**src/hw/rtl/bba_pkg.sv**
```systemverilog
// Package for the block bump allocator: sizes, codes and the structs
// shared by the controller, the block store and the top level. No dependencies.
`default_nettype none
package bba_pkg;

  localparam int NUM_BLOCKS      = 16;
  localparam int BLOCK_STRIDE    = 4096;  // power of two
  localparam int MIN_BLOCK_BYTES = 64;

  localparam int ADDR_W   = 16;
  localparam int SIZE_W   = 16;
  localparam int CFG_W    = 13;
  localparam int CNT_W    = 13;
  localparam int BLK_W    = (NUM_BLOCKS > 1) ? $clog2(NUM_BLOCKS) : 1;
  localparam int OPEN_W   = $clog2(NUM_BLOCKS + 1);
  localparam int STRIDE_W = $clog2(BLOCK_STRIDE);

  localparam logic [CFG_W-1:0] CFG_RESET = CFG_W'(4096);
  localparam logic [CNT_W-1:0] CNT_MAX   = {CNT_W{1'b1}};

  localparam logic [1:0] MODE_ALLOC   = 2'd0;
  localparam logic [1:0] MODE_FREE    = 2'd1;
  localparam logic [1:0] MODE_EMPTY   = 2'd2;
  localparam logic [1:0] MODE_RELEASE = 2'd3;

  localparam logic [2:0] ST_OK        = 3'd0;
  localparam logic [2:0] ST_OVERSIZE  = 3'd1;
  localparam logic [2:0] ST_NO_BLOCK  = 3'd2;
  localparam logic [2:0] ST_NOT_FOUND = 3'd3;
  localparam logic [2:0] ST_UNDERFLOW = 3'd4;

  typedef struct packed {
    logic [1:0]        mode;
    logic [SIZE_W-1:0] alloc_size;
    logic [ADDR_W-1:0] address;
  } req_t;

  typedef struct packed {
    logic [2:0]        status;
    logic [ADDR_W-1:0] granted_address;
  } rsp_t;

  typedef struct packed {
    logic [CNT_W-1:0] fill;
    logic [CNT_W-1:0] holders;
  } entry_t;

  typedef struct packed {
    logic             rd_en;
    logic [BLK_W-1:0] rd_idx;
    logic             wr_en;
    logic [BLK_W-1:0] wr_idx;
    entry_t           wr_entry;
    logic             clr_all;
  } mem_cmd_t;

endpackage
`default_nettype wire

```
**src/hw/rtl/block_bump_allocator_top.sv**
```systemverilog
// Top level of the block bump allocator: sequencer plus block store.
// Depends on bba_pkg, bba_ctrl and bba_store.
//
// Usage: drive req_i and raise start; the request transfers at a clock edge
// with start high and busy low. Each request gives exactly one result: done_o
// is high for one cycle with rsp_o holding status and granted_address. The
// receiver has no way to stall; results must be taken when shown.
// Oversize, first allocate into an empty pool, empty-all, release-all and
// a free outside every block are answered with busy staying low. A free
// of an open block does one store read, then write-back. An allocate reads
// the store once for each open block it visits, newest first.
// block_size is written with cfg_we_i/cfg_wdata_i while the block is idle;
// the user must keep to this, as the block itself does not enforce it.
// Reset clears the open-block count and the store valid bits, so every block
// reads as empty with no holders; no clearing pass is needed.
`default_nettype none
module block_bump_allocator_top (
  input  wire logic                      clk_i,
  input  wire logic                      rst_ni,
  input  wire logic                      start,
  output logic                           busy,
  input  wire bba_pkg::req_t             req_i,
  input  wire logic                      cfg_we_i,
  input  wire logic [bba_pkg::CFG_W-1:0] cfg_wdata_i,
  output logic                           done_o,
  output bba_pkg::rsp_t                  rsp_o
);

  bba_pkg::mem_cmd_t cmd;
  bba_pkg::entry_t   rd_entry;

  bba_ctrl u_ctrl (
    .clk_i       (clk_i),
    .rst_ni      (rst_ni),
    .start       (start),
    .busy        (busy),
    .req_i       (req_i),
    .cfg_we_i    (cfg_we_i),
    .cfg_wdata_i (cfg_wdata_i),
    .cmd_o       (cmd),
    .rd_entry_i  (rd_entry),
    .done_o      (done_o),
    .rsp_o       (rsp_o)
  );

  bba_store u_store (
    .clk_i      (clk_i),
    .rst_ni     (rst_ni),
    .cmd_i      (cmd),
    .rd_entry_o (rd_entry)
  );

endmodule
`default_nettype wire

```
**src/hw/rtl/bba_store.sv**
```systemverilog
// Block state store: one synchronous RAM of fill offset and holder count per
// block, with a valid bit per entry so a bulk clear needs no pass over the entries. Uses bba_pkg.
`default_nettype none
module bba_store (
  input  wire logic              clk_i,
  input  wire logic              rst_ni,
  input  wire bba_pkg::mem_cmd_t cmd_i,
  output bba_pkg::entry_t        rd_entry_o
);

  bba_pkg::entry_t                  mem_q [bba_pkg::NUM_BLOCKS];
  bba_pkg::entry_t                  rdata_q;
  logic                             rvalid_q;
  logic [bba_pkg::NUM_BLOCKS-1:0]   valid_q;

  always_ff @(posedge clk_i) begin
    if (cmd_i.wr_en) begin
      mem_q[cmd_i.wr_idx] <= cmd_i.wr_entry;
    end
    if (cmd_i.rd_en) begin
      rdata_q <= mem_q[cmd_i.rd_idx];
    end
  end

  always_ff @(posedge clk_i or negedge rst_ni) begin
    if (!rst_ni) begin
      valid_q  <= '0;
      rvalid_q <= 1'b0;
    end else begin
      if (cmd_i.rd_en) begin
        rvalid_q <= valid_q[cmd_i.rd_idx];
      end
      if (cmd_i.clr_all) begin
        valid_q <= '0;
      end else if (cmd_i.wr_en) begin
        valid_q[cmd_i.wr_idx] <= 1'b1;
      end
    end
  end

  // an entry never written since the last clear reads as zero
  assign rd_entry_o = rvalid_q ? rdata_q : '0;

endmodule
`default_nettype wire

```
**src/hw/rtl/bba_ctrl.sv**
```systemverilog
// Allocator sequencer: block size register, open-block count, newest-first
// scan over the block store and the result register. Uses bba_pkg.
`default_nettype none
module bba_ctrl (
  input  wire logic                         clk_i,
  input  wire logic                         rst_ni,
  input  wire logic                         start,
  output logic                              busy,
  input  wire bba_pkg::req_t                req_i,
  input  wire logic                         cfg_we_i,
  input  wire logic [bba_pkg::CFG_W-1:0]    cfg_wdata_i,
  output bba_pkg::mem_cmd_t                 cmd_o,
  input  wire bba_pkg::entry_t              rd_entry_i,
  output logic                              done_o,
  output bba_pkg::rsp_t                     rsp_o
);

  localparam logic [1:0] S_IDLE = 2'd0;
  localparam logic [1:0] S_SCAN = 2'd1;
  localparam logic [1:0] S_FREE = 2'd2;

  localparam logic [bba_pkg::CFG_W-1:0] MinB = bba_pkg::CFG_W'(bba_pkg::MIN_BLOCK_BYTES);
  localparam logic [bba_pkg::CFG_W-1:0] MaxB = bba_pkg::CFG_W'(bba_pkg::BLOCK_STRIDE);
  localparam logic [bba_pkg::ADDR_W-1:0] OffMask =
      bba_pkg::ADDR_W'(bba_pkg::BLOCK_STRIDE - 1);

  logic [1:0]                    state_q, state_d;
  logic [bba_pkg::CFG_W-1:0]     bsize_q;
  logic [bba_pkg::OPEN_W-1:0]    open_q, open_d;
  logic [bba_pkg::BLK_W-1:0]     idx_q, idx_d;
  bba_pkg::req_t                 req_q, req_d;
  logic                          done_d;
  bba_pkg::rsp_t                 rsp_d;

  logic [bba_pkg::CFG_W-1:0]     clamp, es;
  logic [bba_pkg::CFG_W-1:0]     left;
  logic                          fits;
  logic [bba_pkg::ADDR_W-1:0]    fr_blk, fr_off;
  logic                          fr_hit;
  logic [bba_pkg::CNT_W-1:0]     fill_sum;
  logic [bba_pkg::CNT_W-1:0]     hold_inc, hold_dec;

  always_comb begin
    clamp = bsize_q;
    if (clamp < MinB) clamp = MinB;
    if (clamp > MaxB) clamp = MaxB;
    es = {clamp[bba_pkg::CFG_W-1:1], 1'b0};
  end

  // bytes left in the block being scanned; a shrunken size leaves none
  assign left = (rd_entry_i.fill > es) ? '0 : es - rd_entry_i.fill;
  assign fits = {{(bba_pkg::SIZE_W - bba_pkg::CFG_W){1'b0}}, left} >= req_q.alloc_size;
  assign fill_sum = rd_entry_i.fill + bba_pkg::CNT_W'(req_q.alloc_size);
  assign hold_inc = (rd_entry_i.holders < bba_pkg::CNT_MAX) ? rd_entry_i.holders + 1'b1
                                                            : rd_entry_i.holders;
  assign hold_dec = rd_entry_i.holders - 1'b1;

  assign fr_blk = req_i.address >> bba_pkg::STRIDE_W;
  assign fr_off = req_i.address & OffMask;
  assign fr_hit = (fr_blk < bba_pkg::ADDR_W'(open_q)) &&
                  (fr_off < bba_pkg::ADDR_W'(es));

  assign busy = (state_q != S_IDLE);

  always_comb begin
    state_d = state_q;
    open_d  = open_q;
    idx_d   = idx_q;
    req_d   = req_q;
    done_d  = 1'b0;
    rsp_d   = '0;
    cmd_o   = '0;
    case (state_q)
      S_IDLE: begin
        if (start) begin
          req_d = req_i;
          case (req_i.mode)
            bba_pkg::MODE_ALLOC: begin
              if (req_i.alloc_size > bba_pkg::SIZE_W'(es)) begin
                done_d     = 1'b1;
                rsp_d.status = bba_pkg::ST_OVERSIZE;
              end else if (open_q == '0) begin
                // nothing open yet: open block zero at once
                cmd_o.wr_en            = 1'b1;
                cmd_o.wr_idx           = '0;
                cmd_o.wr_entry.fill    = bba_pkg::CNT_W'(req_i.alloc_size);
                cmd_o.wr_entry.holders = bba_pkg::CNT_W'(1);
                open_d                 = bba_pkg::OPEN_W'(1);
                done_d                 = 1'b1;
                rsp_d.status           = bba_pkg::ST_OK;
              end else begin
                cmd_o.rd_en  = 1'b1;
                cmd_o.rd_idx = bba_pkg::BLK_W'(open_q - 1'b1);
                idx_d        = bba_pkg::BLK_W'(open_q - 1'b1);
                state_d      = S_SCAN;
              end
            end
            bba_pkg::MODE_FREE: begin
              if (fr_hit) begin
                cmd_o.rd_en  = 1'b1;
                cmd_o.rd_idx = fr_blk[bba_pkg::BLK_W-1:0];
                idx_d        = fr_blk[bba_pkg::BLK_W-1:0];
                state_d      = S_FREE;
              end else begin
                done_d       = 1'b1;
                rsp_d.status = bba_pkg::ST_NOT_FOUND;
              end
            end
            bba_pkg::MODE_EMPTY: begin
              cmd_o.clr_all = 1'b1;
              done_d        = 1'b1;
            end
            default: begin
              cmd_o.clr_all = 1'b1;
              open_d        = '0;
              done_d        = 1'b1;
            end
          endcase
        end
      end
      S_SCAN: begin
        if (fits) begin
          cmd_o.wr_en            = 1'b1;
          cmd_o.wr_idx           = idx_q;
          cmd_o.wr_entry.fill    = fill_sum;
          cmd_o.wr_entry.holders = hold_inc;
          done_d                 = 1'b1;
          rsp_d.granted_address  = (bba_pkg::ADDR_W'(idx_q) << bba_pkg::STRIDE_W) +
                                   bba_pkg::ADDR_W'(rd_entry_i.fill);
          state_d                = S_IDLE;
        end else if (idx_q == '0) begin
          done_d  = 1'b1;
          state_d = S_IDLE;
          if (open_q < bba_pkg::OPEN_W'(bba_pkg::NUM_BLOCKS)) begin
            // open the next unused block, stale contents ignored
            cmd_o.wr_en            = 1'b1;
            cmd_o.wr_idx           = bba_pkg::BLK_W'(open_q);
            cmd_o.wr_entry.fill    = bba_pkg::CNT_W'(req_q.alloc_size);
            cmd_o.wr_entry.holders = bba_pkg::CNT_W'(1);
            open_d                 = open_q + 1'b1;
            rsp_d.granted_address  = bba_pkg::ADDR_W'(open_q) << bba_pkg::STRIDE_W;
          end else begin
            rsp_d.status = bba_pkg::ST_NO_BLOCK;
          end
        end else begin
          cmd_o.rd_en  = 1'b1;
          cmd_o.rd_idx = idx_q - 1'b1;
          idx_d        = idx_q - 1'b1;
        end
      end
      S_FREE: begin
        done_d  = 1'b1;
        state_d = S_IDLE;
        if (rd_entry_i.holders == '0) begin
          rsp_d.status = bba_pkg::ST_UNDERFLOW;
        end else begin
          cmd_o.wr_en            = 1'b1;
          cmd_o.wr_idx           = idx_q;
          cmd_o.wr_entry.holders = hold_dec;
          cmd_o.wr_entry.fill    = (hold_dec == '0) ? '0 : rd_entry_i.fill;
        end
      end
      default: begin
        state_d = S_IDLE;
      end
    endcase
  end

  always_ff @(posedge clk_i or negedge rst_ni) begin
    if (!rst_ni) begin
      state_q <= S_IDLE;
      bsize_q <= bba_pkg::CFG_RESET;
      open_q  <= '0;
      done_o  <= 1'b0;
    end else begin
      state_q <= state_d;
      open_q  <= open_d;
      done_o  <= done_d;
      if (cfg_we_i) begin
        bsize_q <= cfg_wdata_i;
      end
    end
  end

  always_ff @(posedge clk_i) begin
    idx_q <= idx_d;
    req_q <= req_d;
    rsp_o <= rsp_d;
  end

endmodule
`default_nettype wire

```
**config.mk**
```make
export PLATFORM = sky130hd
export DESIGN_NAME = block_bump_allocator_top
export DESIGN_NICKNAME = d
export VERILOG_FILES = /design/src/hw/rtl/bba_pkg.sv /design/src/hw/rtl/block_bump_allocator_top.sv /design/src/hw/rtl/bba_store.sv /design/src/hw/rtl/bba_ctrl.sv
export SDC_FILE = /design/constraint.sdc
export NUM_CORES = 1
export LEC_CHECK = 0
export BUFFER_PORTS_ARGS = -buffer_cell sky130_fd_sc_hd__buf_2
export CORE_MARGIN = 10
export CORE_UTILIZATION = 40
export CTS_CLUSTER_DIAMETER = 30
export DETAILED_ROUTE_END_ITERATION = 10
export GPL_TIMING_DRIVEN = 0
export PLACE_DENSITY_LB_ADDON = 0.25
export SLEW_MARGIN = 20
export SYNTH_ARGS = -nofsm -noshare
export SYNTH_HDL_FRONTEND = slang
export SYNTH_SLANG_ARGS = --single-unit
```
**constraint.sdc**
```tcl
create_clock -name clk_i -period 14 [get_ports clk_i]
set_input_delay 2.8 -clock clk_i [delete_from_list [all_inputs] [get_ports clk_i]]
set_output_delay 2.8 -clock clk_i [all_outputs]
set_load 0.01 [all_outputs]
```
Word level (Yosys, flattened, before mapping). Memories as Yosys holds them, arrays and structs flattened. A register that Yosys moved wholly into a read port is not among the register bits. Cells that the tools add are included. Widths: inputs -> output; s select.

Add/sub/neg operators: 8. Equality and inequality tests: 16. Bitwise operators: 1. Mux-type cells: 74. Reduce and logical (&&, ||, !) cells: 17. Order comparisons: 12.

Operator list (count): $mux 31 (6); $pmux 31 s3 (1); $mux 13 (5); $mux 16 (4); $mux 5 (10); $pmux 5 s2 (4); $mux 37 (1); $mux 36 (1); $logic_not 13->1 (2); $mux 26 (1); $mux 4 (6); $mux 18 (1); $mux 2 (9); $add 16x13->16 (1); $ge 13x16->1 (1); $gt 16x13->1 (1); $or 16x16->16 (1); $pmux 4 s2 (2); $reduce_and 8->1 (2); $add 13x1->13 const B (1); $add 13x13->13 (1); $gt 13x13->1 (1); $gt 13x13->1 const B (1); $lt 12x13->1 (1); 34 further kinds (64).

Memory bits (writable): 416. Output and inout port bits: 21. Memories: 1. Bits in registers: 77. Logic and storage cells: 139.

Memories: u_store.mem_q (words 16, width 26, read ports 1, clocked after Yosys merged registers in 1, write ports 1, line bba_store.sv:11) `bba_pkg::entry_t mem_q [bba_pkg::NUM_BLOCKS];`.

Longest topological paths before layout. Gate-level depths: netlist (run 1).

Word-level depth: 17. Gate-level depth with buffers: 33. Gate-level depth less buffers: 29.

By module. From an unflattened synthesis (run 1), not the netlist that was laid out.

Cells, all modules: 1392. Area, all modules: 22917.0 um^2.

Modules (own cells, without submodules): bba_store (area an instance 17336.6 um^2, cells each 712, instances 1); bba_ctrl (area an instance 5580.4 um^2, cells each 680, instances 1).

Least setup slack after synthesis (run 1). OpenSTA, ideal clock, no wires.

Path kind: flip-flop to flip-flop. From: register u_ctrl.bsize_q[11] (netlist bit). To: memory u_store.mem_q[0][0] (netlist bit) (enable). Data arrival time: 7.413 ns. Clock period less this slack: 7.857 ns. Setup slack: 6.143 ns. Required time: 13.556 ns. Buffers on the path: 1. Cell stages (with the launch flop): 28. Cells stage by stage: dfrtp_1 -> or4_1 -> nor3_1 -> nand3_1 -> nand2_1 -> a21boi_0 -> and2_1 -> ha_1 -> a21boi_0 -> o21a_1 -> o21a_1 -> o21ai_0 -> a21o_1 -> a21oi_1 -> a21o_1 -> a21oi_1 -> o21a_1 -> clkbuf_1 -> nor2_1 -> ha_1 -> or4_1 -> a221oi_2 -> o21ai_2 -> nand2_1 -> nand2_1 -> a22oi_1 -> a21oi_1 -> nor3_1.

Cells in the longest elaborated chain, start to end: 11. Elaborated cells between the ends (all ways): 16. Those cells by class: add/sub (1); order compare (5); mux (10).

RTL lines: start, declared (line bba_ctrl.sv:28) `logic [bba_pkg::CFG_W-1:0] bsize_q;`; start signal, assigned (line bba_ctrl.sv:172) `bsize_q <= bba_pkg::CFG_RESET;`; start signal, assigned (line bba_ctrl.sv:180) `bsize_q <= cfg_wdata_i;`; $lt 13x7->1 (line bba_ctrl.sv:45) `if (clamp < MinB) clamp = MinB;`; $mux 13 (*) (line bba_ctrl.sv:45); $gt 13x13->1 (line bba_ctrl.sv:46) `if (clamp > MaxB) clamp = MaxB;`; $mux 13 (*) (line bba_ctrl.sv:46); $sub 13x13->13, or another cell as far along (line bba_ctrl.sv:51) `assign left = (rd_entry_i.fill > es) ? '0 : es - rd_entry_i.fill;`; $mux 13 or $mux 36 (tied branches) (line bba_ctrl.sv:51, bba_ctrl.sv:79); $ge 13x16->1 or $mux 31 (tied branches) (line bba_ctrl.sv:52, bba_ctrl.sv:77); $mux 31 or $mux 37 (tied branches) (line bba_ctrl.sv:122, bba_ctrl.sv:75); $pmux 31 s3 (*) (line bba_ctrl.sv:73) `case (state_q)`; $mux 1 (line bba_store.sv:17) `if (cmd_i.wr_en) begin`; $mux 1 (implied by the code) (line bba_store.sv:18) `mem_q[cmd_i.wr_idx] <= cmd_i.wr_entry;`; end, declared (line bba_store.sv:11).

Every way passes the cells marked *; elsewhere a longest branch is shown, timed or not.

Final worst setup path (run 1).
From: register u_ctrl.bsize_q[11] (netlist bit). To: register u_store.rdata_q[13] (netlist name).

Cells in the longest elaborated chain, start to end: 10. Elaborated cells between the ends (all ways): 17. Those cells by class: add/sub (1); order compare (6); mux (9); reduce/logical (1).

RTL lines (line): $lt 13x7->1 (bba_ctrl.sv:45); $mux 13 (*) (bba_ctrl.sv:45); $gt 13x13->1 (bba_ctrl.sv:46); $mux 13 (*) (bba_ctrl.sv:46); branches (longest 5 deep; another with $ge 13x16->1); $pmux 5 s2 (*) (bba_ctrl.sv:73).

Every way passes the cells marked *. A chain may end at the register's enable or synchronous reset.

==> results of run 1 <==
-- metal layers --
metal,part of all wire,global-route usage,up-vias
met2,0.48,0.318,610
met4,0.028,0.0662,2
li1,-,-,7614
met5,0.00019,0,-
met3,0.066,0.0399,137
met1,0.43,0.249,8118
-- layout make-up --
type / count / area share
Antenna cell: 1 / 0.0000854
Buffer: 107 / 0.0177
Clock buffer: 135 / 0.0992
Clock inverter: 67 / 0.0234
Inverter: 62 / 0.00794
Multi-Input combinational cell: 1251 / 0.272
Sequential cell: 519 / 0.519
Tap cell: 773 / 0.0330
Timing Repair Buffer: 92 / 0.0275
-- cell families (layout without fill, tap and decap cells) --
family,after synthesis,after routing,share of synthesized area
flip-flops,519,519,0.641
XOR/XNOR,38,38,0.0140
AND/OR/NAND/NOR,687,687,0.133
AO/OA/AOI/OAI,373,373,0.106
buffers and inverters,169,463,0.0317
multiplexers,77,77,0.0333
adder cells (fa/ha/maj),76,76,0.0407
other,0,1,0
-- power by group through the flow --
stage | registers [uW] | clock network [uW] | logic, uW
global route | 1950 | 2580 | 2380
global placement | 1980 | 0 | 2090
detailed placement | 1970 | 0 | 2170
finish | 1950 | 2460 | 2180
floorplan | 1950 | 0 | 1450
CTS | 1940 | 2490 | 2180
-- per-stage QoR --
step / cells / hold slack [ns]
floorplan: 1939 / 0.449
global placement: 2782 / 0.461
detailed placement: 2804 / 0.470
CTS: 3006 / 0.479
global route: 3006 / 0.499
finish: 3007 / 0.481
-- how the worst max path moves through the flow --
| stage | depth (start not counted) | endpoint | slack, ns | start |
|---|---|---|---|---|
| after floorplan | 27 | u_store.mem_q[0][0] | 6.14 | u_ctrl.bsize_q[11] |
| final | 30 | u_store.rdata_q[13] | 5.01 | u_ctrl.bsize_q[11] |
| after global routing | 30 | u_store.rdata_q[13] | 4.32 | u_ctrl.bsize_q[11] |
| after CTS | 30 | u_store.rdata_q[13] | 4.96 | u_ctrl.bsize_q[11] |
| after global placement | 27 | u_store.mem_q[0][9] | 2.76 | u_ctrl.bsize_q[11] |
| after detailed placement | 30 | u_store.rdata_q[13] | 5.03 | u_ctrl.bsize_q[11] |
-- critical path: cells and delay by family (launching register included) --
kind | cells | cell delay [ns]
buf+inv | 4 | 1.52
simple gates | 10 | 2.92
fa+ha+maj | 2 | 0.53
flops | 1 | 0.39
compound gates | 14 | 3.32
-- flip-flops by register name, indices dropped and copies added, names as in the netlist --
name / flops
u_store.valid_q: 16
u_ctrl.rsp_o: 19
u_store.rdata_q: 26
u_ctrl.done_o: 1
u_ctrl.open_q: 5
u_store.mem_q: 416
u_ctrl.req_q: 16
u_ctrl.idx_q: 4
u_ctrl.state_q: 2
u_ctrl.bsize_q: 13
u_store.rvalid_q: 1
-- cells in the final DEF, fill, tap and decap left out, types with 25 or more instances in the layout --
cell type and count:
edfxtp_1 462, nand2_1 400, a21oi_1 150, buf_2 116, clkbuf_16 111, nor2_1 76
ha_1 74, nor3_1 70, clkbuf_1 66, inv_1 62, mux2i_1 62, a32o_1 53
dfrtp_1 37, nand3_1 30, o21ai_0 29, xnor2_1 25
==> metrics.md, run 1 <==
| Metric | Value |
|---|---|
| Cell-internal power | around 4300 uW |
| First DRT Iteration DRCs | 1527 |
| TritonCTS clock tree | built |
| Initial antenna violation count | 1 |
| Combinational share of power | 0.331 |
| R2r worst-path depth | 30 |
| Vias in the first global route | around 17000 |
| Wire per inst | around 23 um |
| Final Cycle Share | 0.642 |
| Most used cell along the critical path | o21a_1 |
| NetSw | ~2300 uW |
| Detailed Route WL | a little under 70000 um |
| GP Congestion | a little under 0.9 |
| Post-DR vias/cell | ~5.5 |
| Total grt overflow | 0 |
| Layout cells sized above 1 | 0.179 |
| Count leader, synth | edfxtp_1 |
| WHS Endpoint | u_store.valid_q[8] |
| Seq/Total Area, Yosys | 0.641 |
| Hold_sp | u_store.valid_q[8] |
| Multi-input logic area | 0.00799 mm2 |
| Yosys top cell area share | 0.585 |
| Pins Over Slew Limit | 0 |
| Fillers | 5105 |
| Worst-case clock buffer depth | 3 |
| Die Area | 0.0694 mm2 |
| Lkg Pwr | roughly 0.011 uW |
| DRC | 0 |
| Mapped Cells | ~1900 |
| Status | finished clean |
| Post-CTS sizing | 0 |
| Initial Util | 0.403 |
| Final Power | roughly 6600 uW |
| DR pass1 iterations | 6 |
| Area delta synth->final | 23.6% |
| Root Driver | clkbuf_16 |
| Critical path required time | ~14 ns |
| Flops & latches, synth | roughly 520 |
| Post-synth EDFFs | between 400 and 500 |
| Tmin final | approximately 9.0 ns |
| Register area | 0.0152 mm2 |
| Post CTS Setup Buffer Count | 0 |
| Main synth FF type | edfxtp_1 |
| Kind of critical path | flip-flop to flip-flop |
| Core ar. | 0.0588 mm2 |
| Input/output buffers | 70 |
| Vias | around 16000 |
| Critical path arrival | 9.34 ns |
| Die width | ~260 um |
| Clock sink count | between 500 and 600 |
| Synthesis Warnings | 0 |
| Clock power frac | 0.374 |
| R2R Path Start | u_ctrl.bsize_q[11] |
| CTS Buf Count | roughly 110 |
| Reg2Reg Setup Slack | between 5 and 6 ns |
| Clk_lat worst skew | around 0.67 ns |
| Critical Path Fanout Max | 10 |
| Worst path max stage delay | 0.57 ns |
| Global-route wire length before repair | around 100000 um |
| Slew HR | 0.343 |
| Setup crit end kind | flip-flop |
| Final Hold Vio Count | 0 |
| Global Route Usage Sum | 0.193 |
| Clock-pin slew on the worst setup and hold paths | ~0.05 ns |
| Peak VDD IR | ~0.00013 V |
| Post-DP Area | between 0.02 and 0.03 mm2 |
| # H-tree levels | 3 |
| Final WS setup | 5.01 ns |
| Worst-Margin Slew | around 0.98 ns |
| Final Instance Area | between 0.02 and 0.03 mm2 |
| Asr flop ratio synth | 0.0732 |
| Setup TNS | 0 ns |
| PD cells | 225 mW/mm2 |
| Setup Viol. Count Final | 0 |
| Synth top cells by count | edfxtp_1, nand2_1, a21oi_1 |
| Clock skew | between 0.06 and 0.07 ns |
| Sequential Power Share | 0.295 |
| Max-Cap Viols | 0 |
| FP Rows | 89 |
| Largest cells by area after synthesis | edfxtp_1, nand2_1, dfrtp_1, ha_1, a21oi_1 |
| Post-DP HPWL | approximately 48000 um |
| Net Sw Frac | 0.354 |
| Worst min path class | flip-flop to flip-flop |
| Startpoint types | flip-flop |
| Top cell type by total area after synthesis | edfxtp_1 |
| RSZ-0062 raised after global routing | no |
| Dpl ws | around 5.0 ns |
| Die height | 263 um |
| Net Count, Synth | roughly 2100 |
| Reg2reg end | u_store.rdata_q[13] |
| Utilization after layout | 0.499 |
| Avg Cell Area, Syn | 12.2 um2 |
| Post-route ant nets | 0 |
| Nets | 2269 |
| Synthesized area | approximately 0.024 mm2 |
| Max Clk Rate | about 110 MHz |
| Unique cell type count in the Yosys netlist | 80 |
| Cts hold-fix bufs | 0 |
| I/O pin total | 72 |
| Hold path cells | 1 |
| Worst-path cell with the longest stage delay | clkbuf_1 |
| Largest net degree at the start of global routing | 39 |
(Power assumes the default switching activity.)
==> run 2: changes to the inputs <==
- clock period: 14 -> 8.7 ns (I/O delays scaled with it)
==> run 2 against run 1 <==
  * Critical path type unchanged
  * Non-clock buffer count increased by 15
  * Largest power group unchanged
  * Via count rose by 0.63%
  * Setup slack got worse by 4.5 ns
==> metrics.md, run 2 (same netlist as run 1, synthesis figures left out) <==
| Metric | Value |
|---|---|
| Status | finished clean |
| Worst path max stage delay | 0.60 ns (+0.03 ns) |
| Input/output buffers | 70 (unchanged) |
| TritonCTS clock tree | built |
| Tmin final | 8.19 ns (-0.805 ns) |
| RSZ-0062 raised after global routing | no |
| Vias in the first global route | 16700 (-0.0060%) |
| Lkg Pwr | 0.0110 uW (+1.3%) |
| Post-DP HPWL | 48300 um (unchanged) |
| Final Hold Vio Count | 0 (unchanged) |
| Area delta synth->final | 25.1% |
| Clock sink count | 519 (unchanged) |
| First DRT Iteration DRCs | 1492 (-2.3%) |
| Fillers | 5057 (-0.94%) |
| CTS Buf Count | 109 (unchanged) |
| Combinational share of power | 0.334 (+0.003) |
| FP Rows | 89 (unchanged) |
| Initial antenna violation count | 1 (unchanged) |
| Sequential Power Share | 0.294 (about the same) |
| Critical Path Fanout Max | 10 (unchanged) |
| Clock power frac | 0.372 (-0.002) |
| Top reg by flops | u_store.mem_q |
| # H-tree levels | 3 (unchanged) |
| Kind of critical path | flip-flop to flip-flop |
| Detailed Route WL | 69000 um (+0.63%) |
| Commonest non-fill, non-tap cells in the layout | edfxtp_1, nand2_1, a21oi_1 |
| Worst Setup EP | u_store.rdata_q[13] |
| Root Driver | clkbuf_16 |
| Max Clk Rate | 122 MHz (+9.8%) |
| Setup crit end kind | flip-flop |
| I/O pin total | 72 (unchanged) |
| Dpl ws | -0.269 ns (-5.30 ns) |
| Global Route Usage Sum | 0.193 (about the same) |
| Critical path origin | u_ctrl.bsize_q[11] |
| Reg2reg end | u_store.rdata_q[13] |
| DRC | 0 (unchanged) |
| Cts hold-fix bufs | 0 (unchanged) |
| Die width | 263 um (unchanged) |
| Vias | 16600 (+0.63%) |
| Worst min path class | flip-flop to flip-flop |
| Max reg flops | 416 (unchanged) |
| GP Congestion | 0.890 (unchanged) |
| Post-route ant nets | 0 (unchanged) |
| Slew HR | 0.347 (+0.00424) |
| Die height | 263 um (unchanged) |
| Peak VDD IR | 0.000214 V (+60%) |
| Pins Over Slew Limit | 0 (unchanged) |
| Initial Util | 0.403 (unchanged) |
| Setup Viol. Count Final | 0 (unchanged) |
| Critical path required time | 9.03 ns (-5.32 ns) |
| Clock skew | 0.0619 ns (-0.000561 ns) |
| Top Registers | u_store.mem_q: 416 flops, u_store.rdata_q: 26 flops, u_ctrl.rsp_o: 19 flops |
| Wire per inst | 22.8 um (+0.13%) |
| Total grt overflow | 0 (unchanged) |
| Die Area | 0.0694 mm2 (unchanged) |
| Max-Cap Viols | 0 (unchanged) |
| Reg2Reg Setup Slack | 0.51 ns (-4.49 ns) |
| PD cells | 359 mW/mm2 (+60%) |
| Largest net degree at the start of global routing | 39 (unchanged) |
| Most used cell along the critical path | o21a_1 |
| Worst-case clock buffer depth | 3 (unchanged) |
| Global-route wire length before repair | 103000 um (about the same) |
| Layout cells sized above 1 | 0.190 (+0.0108) |
| Leading cell type in the layout, fill and taps excluded | edfxtp_1 |
| Cell-internal power | 6880 uW (+62%) |
| Core ar. | 0.0588 mm2 (unchanged) |
| Final Instance Area | 0.0296 mm2 (+1.1%) |
| Final WS setup | 0.512 ns (-4.49 ns) |
| R2r worst-path depth | 31 (+3.3%) |
| Critical path arrival | 8.52 ns (-0.82 ns) |
| Final Cycle Share | 0.941 (+0.299) |
| Utilization after layout | 0.504 (+0.00568) |
| Net Sw Frac | 0.354 (about the same) |
| DR pass1 iterations | 5 (-1) |
| Clock-pin slew on the worst setup and hold paths | 0.05 ns (about the same) |
| Clk_lat worst skew | 0.67 ns (about the same) |
| Post-DP Area | 0.0257 mm2 (unchanged) |
| Worst-path cell with the longest stage delay | nor3b_4 |
| Nets | 2284 (+0.66%) |
| NetSw | 3760 uW (+61%) |
| Post-DR vias/cell | 5.49 (+0.13%) |
| Worst-Margin Slew | 0.973 ns (-0.00631 ns) |
| Startpoint types | flip-flop |
| R2R Path Start | u_ctrl.bsize_q[11] |
## run 2: power groups by stage
| stage | Clock, uW | Sequential [uW] | Combinational [uW] |
|---|---|---|---|
| 3_5_place_dp | 0 | 3170 | 3480 |
| 2_1_floorplan | 0 | 3130 | 2330 |
| 4_1_cts | 4010 | 3130 | 3510 |
| 3_3_place_gp | 0 | 3180 | 3360 |
| 6_report | 3960 | 3130 | 3550 |
| 5_1_grt | 4140 | 3140 | 3880 |
## run 2: through the flow
stage          instances  power (uW)  TNS (ns)  hold WS, ns
2_1_floorplan       1939        5460         0        0.449
3_3_place_gp        2782        6540   -673.85        0.461
3_5_place_dp        2804        6650    -12.96        0.470
4_1_cts             3006       10600         0        0.479
5_1_grt             3021       11200         0        0.499
6_report            3022       10600         0        0.481
## run 2: timing repair
| action | in CTS | in global routing |
|---|---|---|
| pin swaps | 0 | 10 |
| setup buffers | 0 | 16 |
| hold endpoints to repair | 0 | 0 |
| setup endpoints to repair | 172 | 659 |
| resized for setup | 5 | 21 |
## run 2: worst min path at each step
stage	startpoint	end	slack [ns]	cells past startpoint
global placement	u_store.valid_q[12]	u_store.valid_q[12]	0.46	1
finish	u_store.valid_q[8]	u_store.valid_q[8]	0.48	1
floorplan	u_store.valid_q[12]	u_store.valid_q[12]	0.45	1
global route	u_store.valid_q[8]	u_store.valid_q[8]	0.50	1
detailed placement	u_store.valid_q[0]	u_store.valid_q[0]	0.47	1
CTS	u_store.valid_q[0]	u_store.valid_q[0]	0.48	1
## run 2: area by class of cell
| cell class | count | area [um2] | area share |
|---|---|---|---|
| timing repair buffer | 108 | 1050 | 0.0354 |
| antenna | 1 | 2.50 | 0.0000844 |
| clock buffer | 135 | 2910 | 0.0981 |
| multi-input combinational | 1251 | 8060 | 0.272 |
| clock inverter | 67 | 687 | 0.0232 |
| buffer | 106 | 531 | 0.0179 |
| sequential | 519 | 15200 | 0.513 |
| inverter | 62 | 233 | 0.00785 |
| tap | 773 | 967 | 0.0326 |
## run 2: layer usage
metal,vias up,share of wire,global-route usage,wire (um)
met3,123,0.067,0.0399,4620
met4,2,0.026,0.0663,1800
met2,636,0.48,0.318,33100
met1,8174,0.43,0.249,29500
li1,7650,-,-,-
met5,-,0.00019,0,13
## run 2: critical path: cells and delay by family (launching register included)
| family | cells | cell delay, ns |
|---|---|---|
| compound gates | 15 | 3.17 |
| flops | 1 | 0.39 |
| fa+ha+maj | 2 | 0.48 |
| buf+inv | 4 | 0.87 |
| simple gates | 10 | 2.94 |
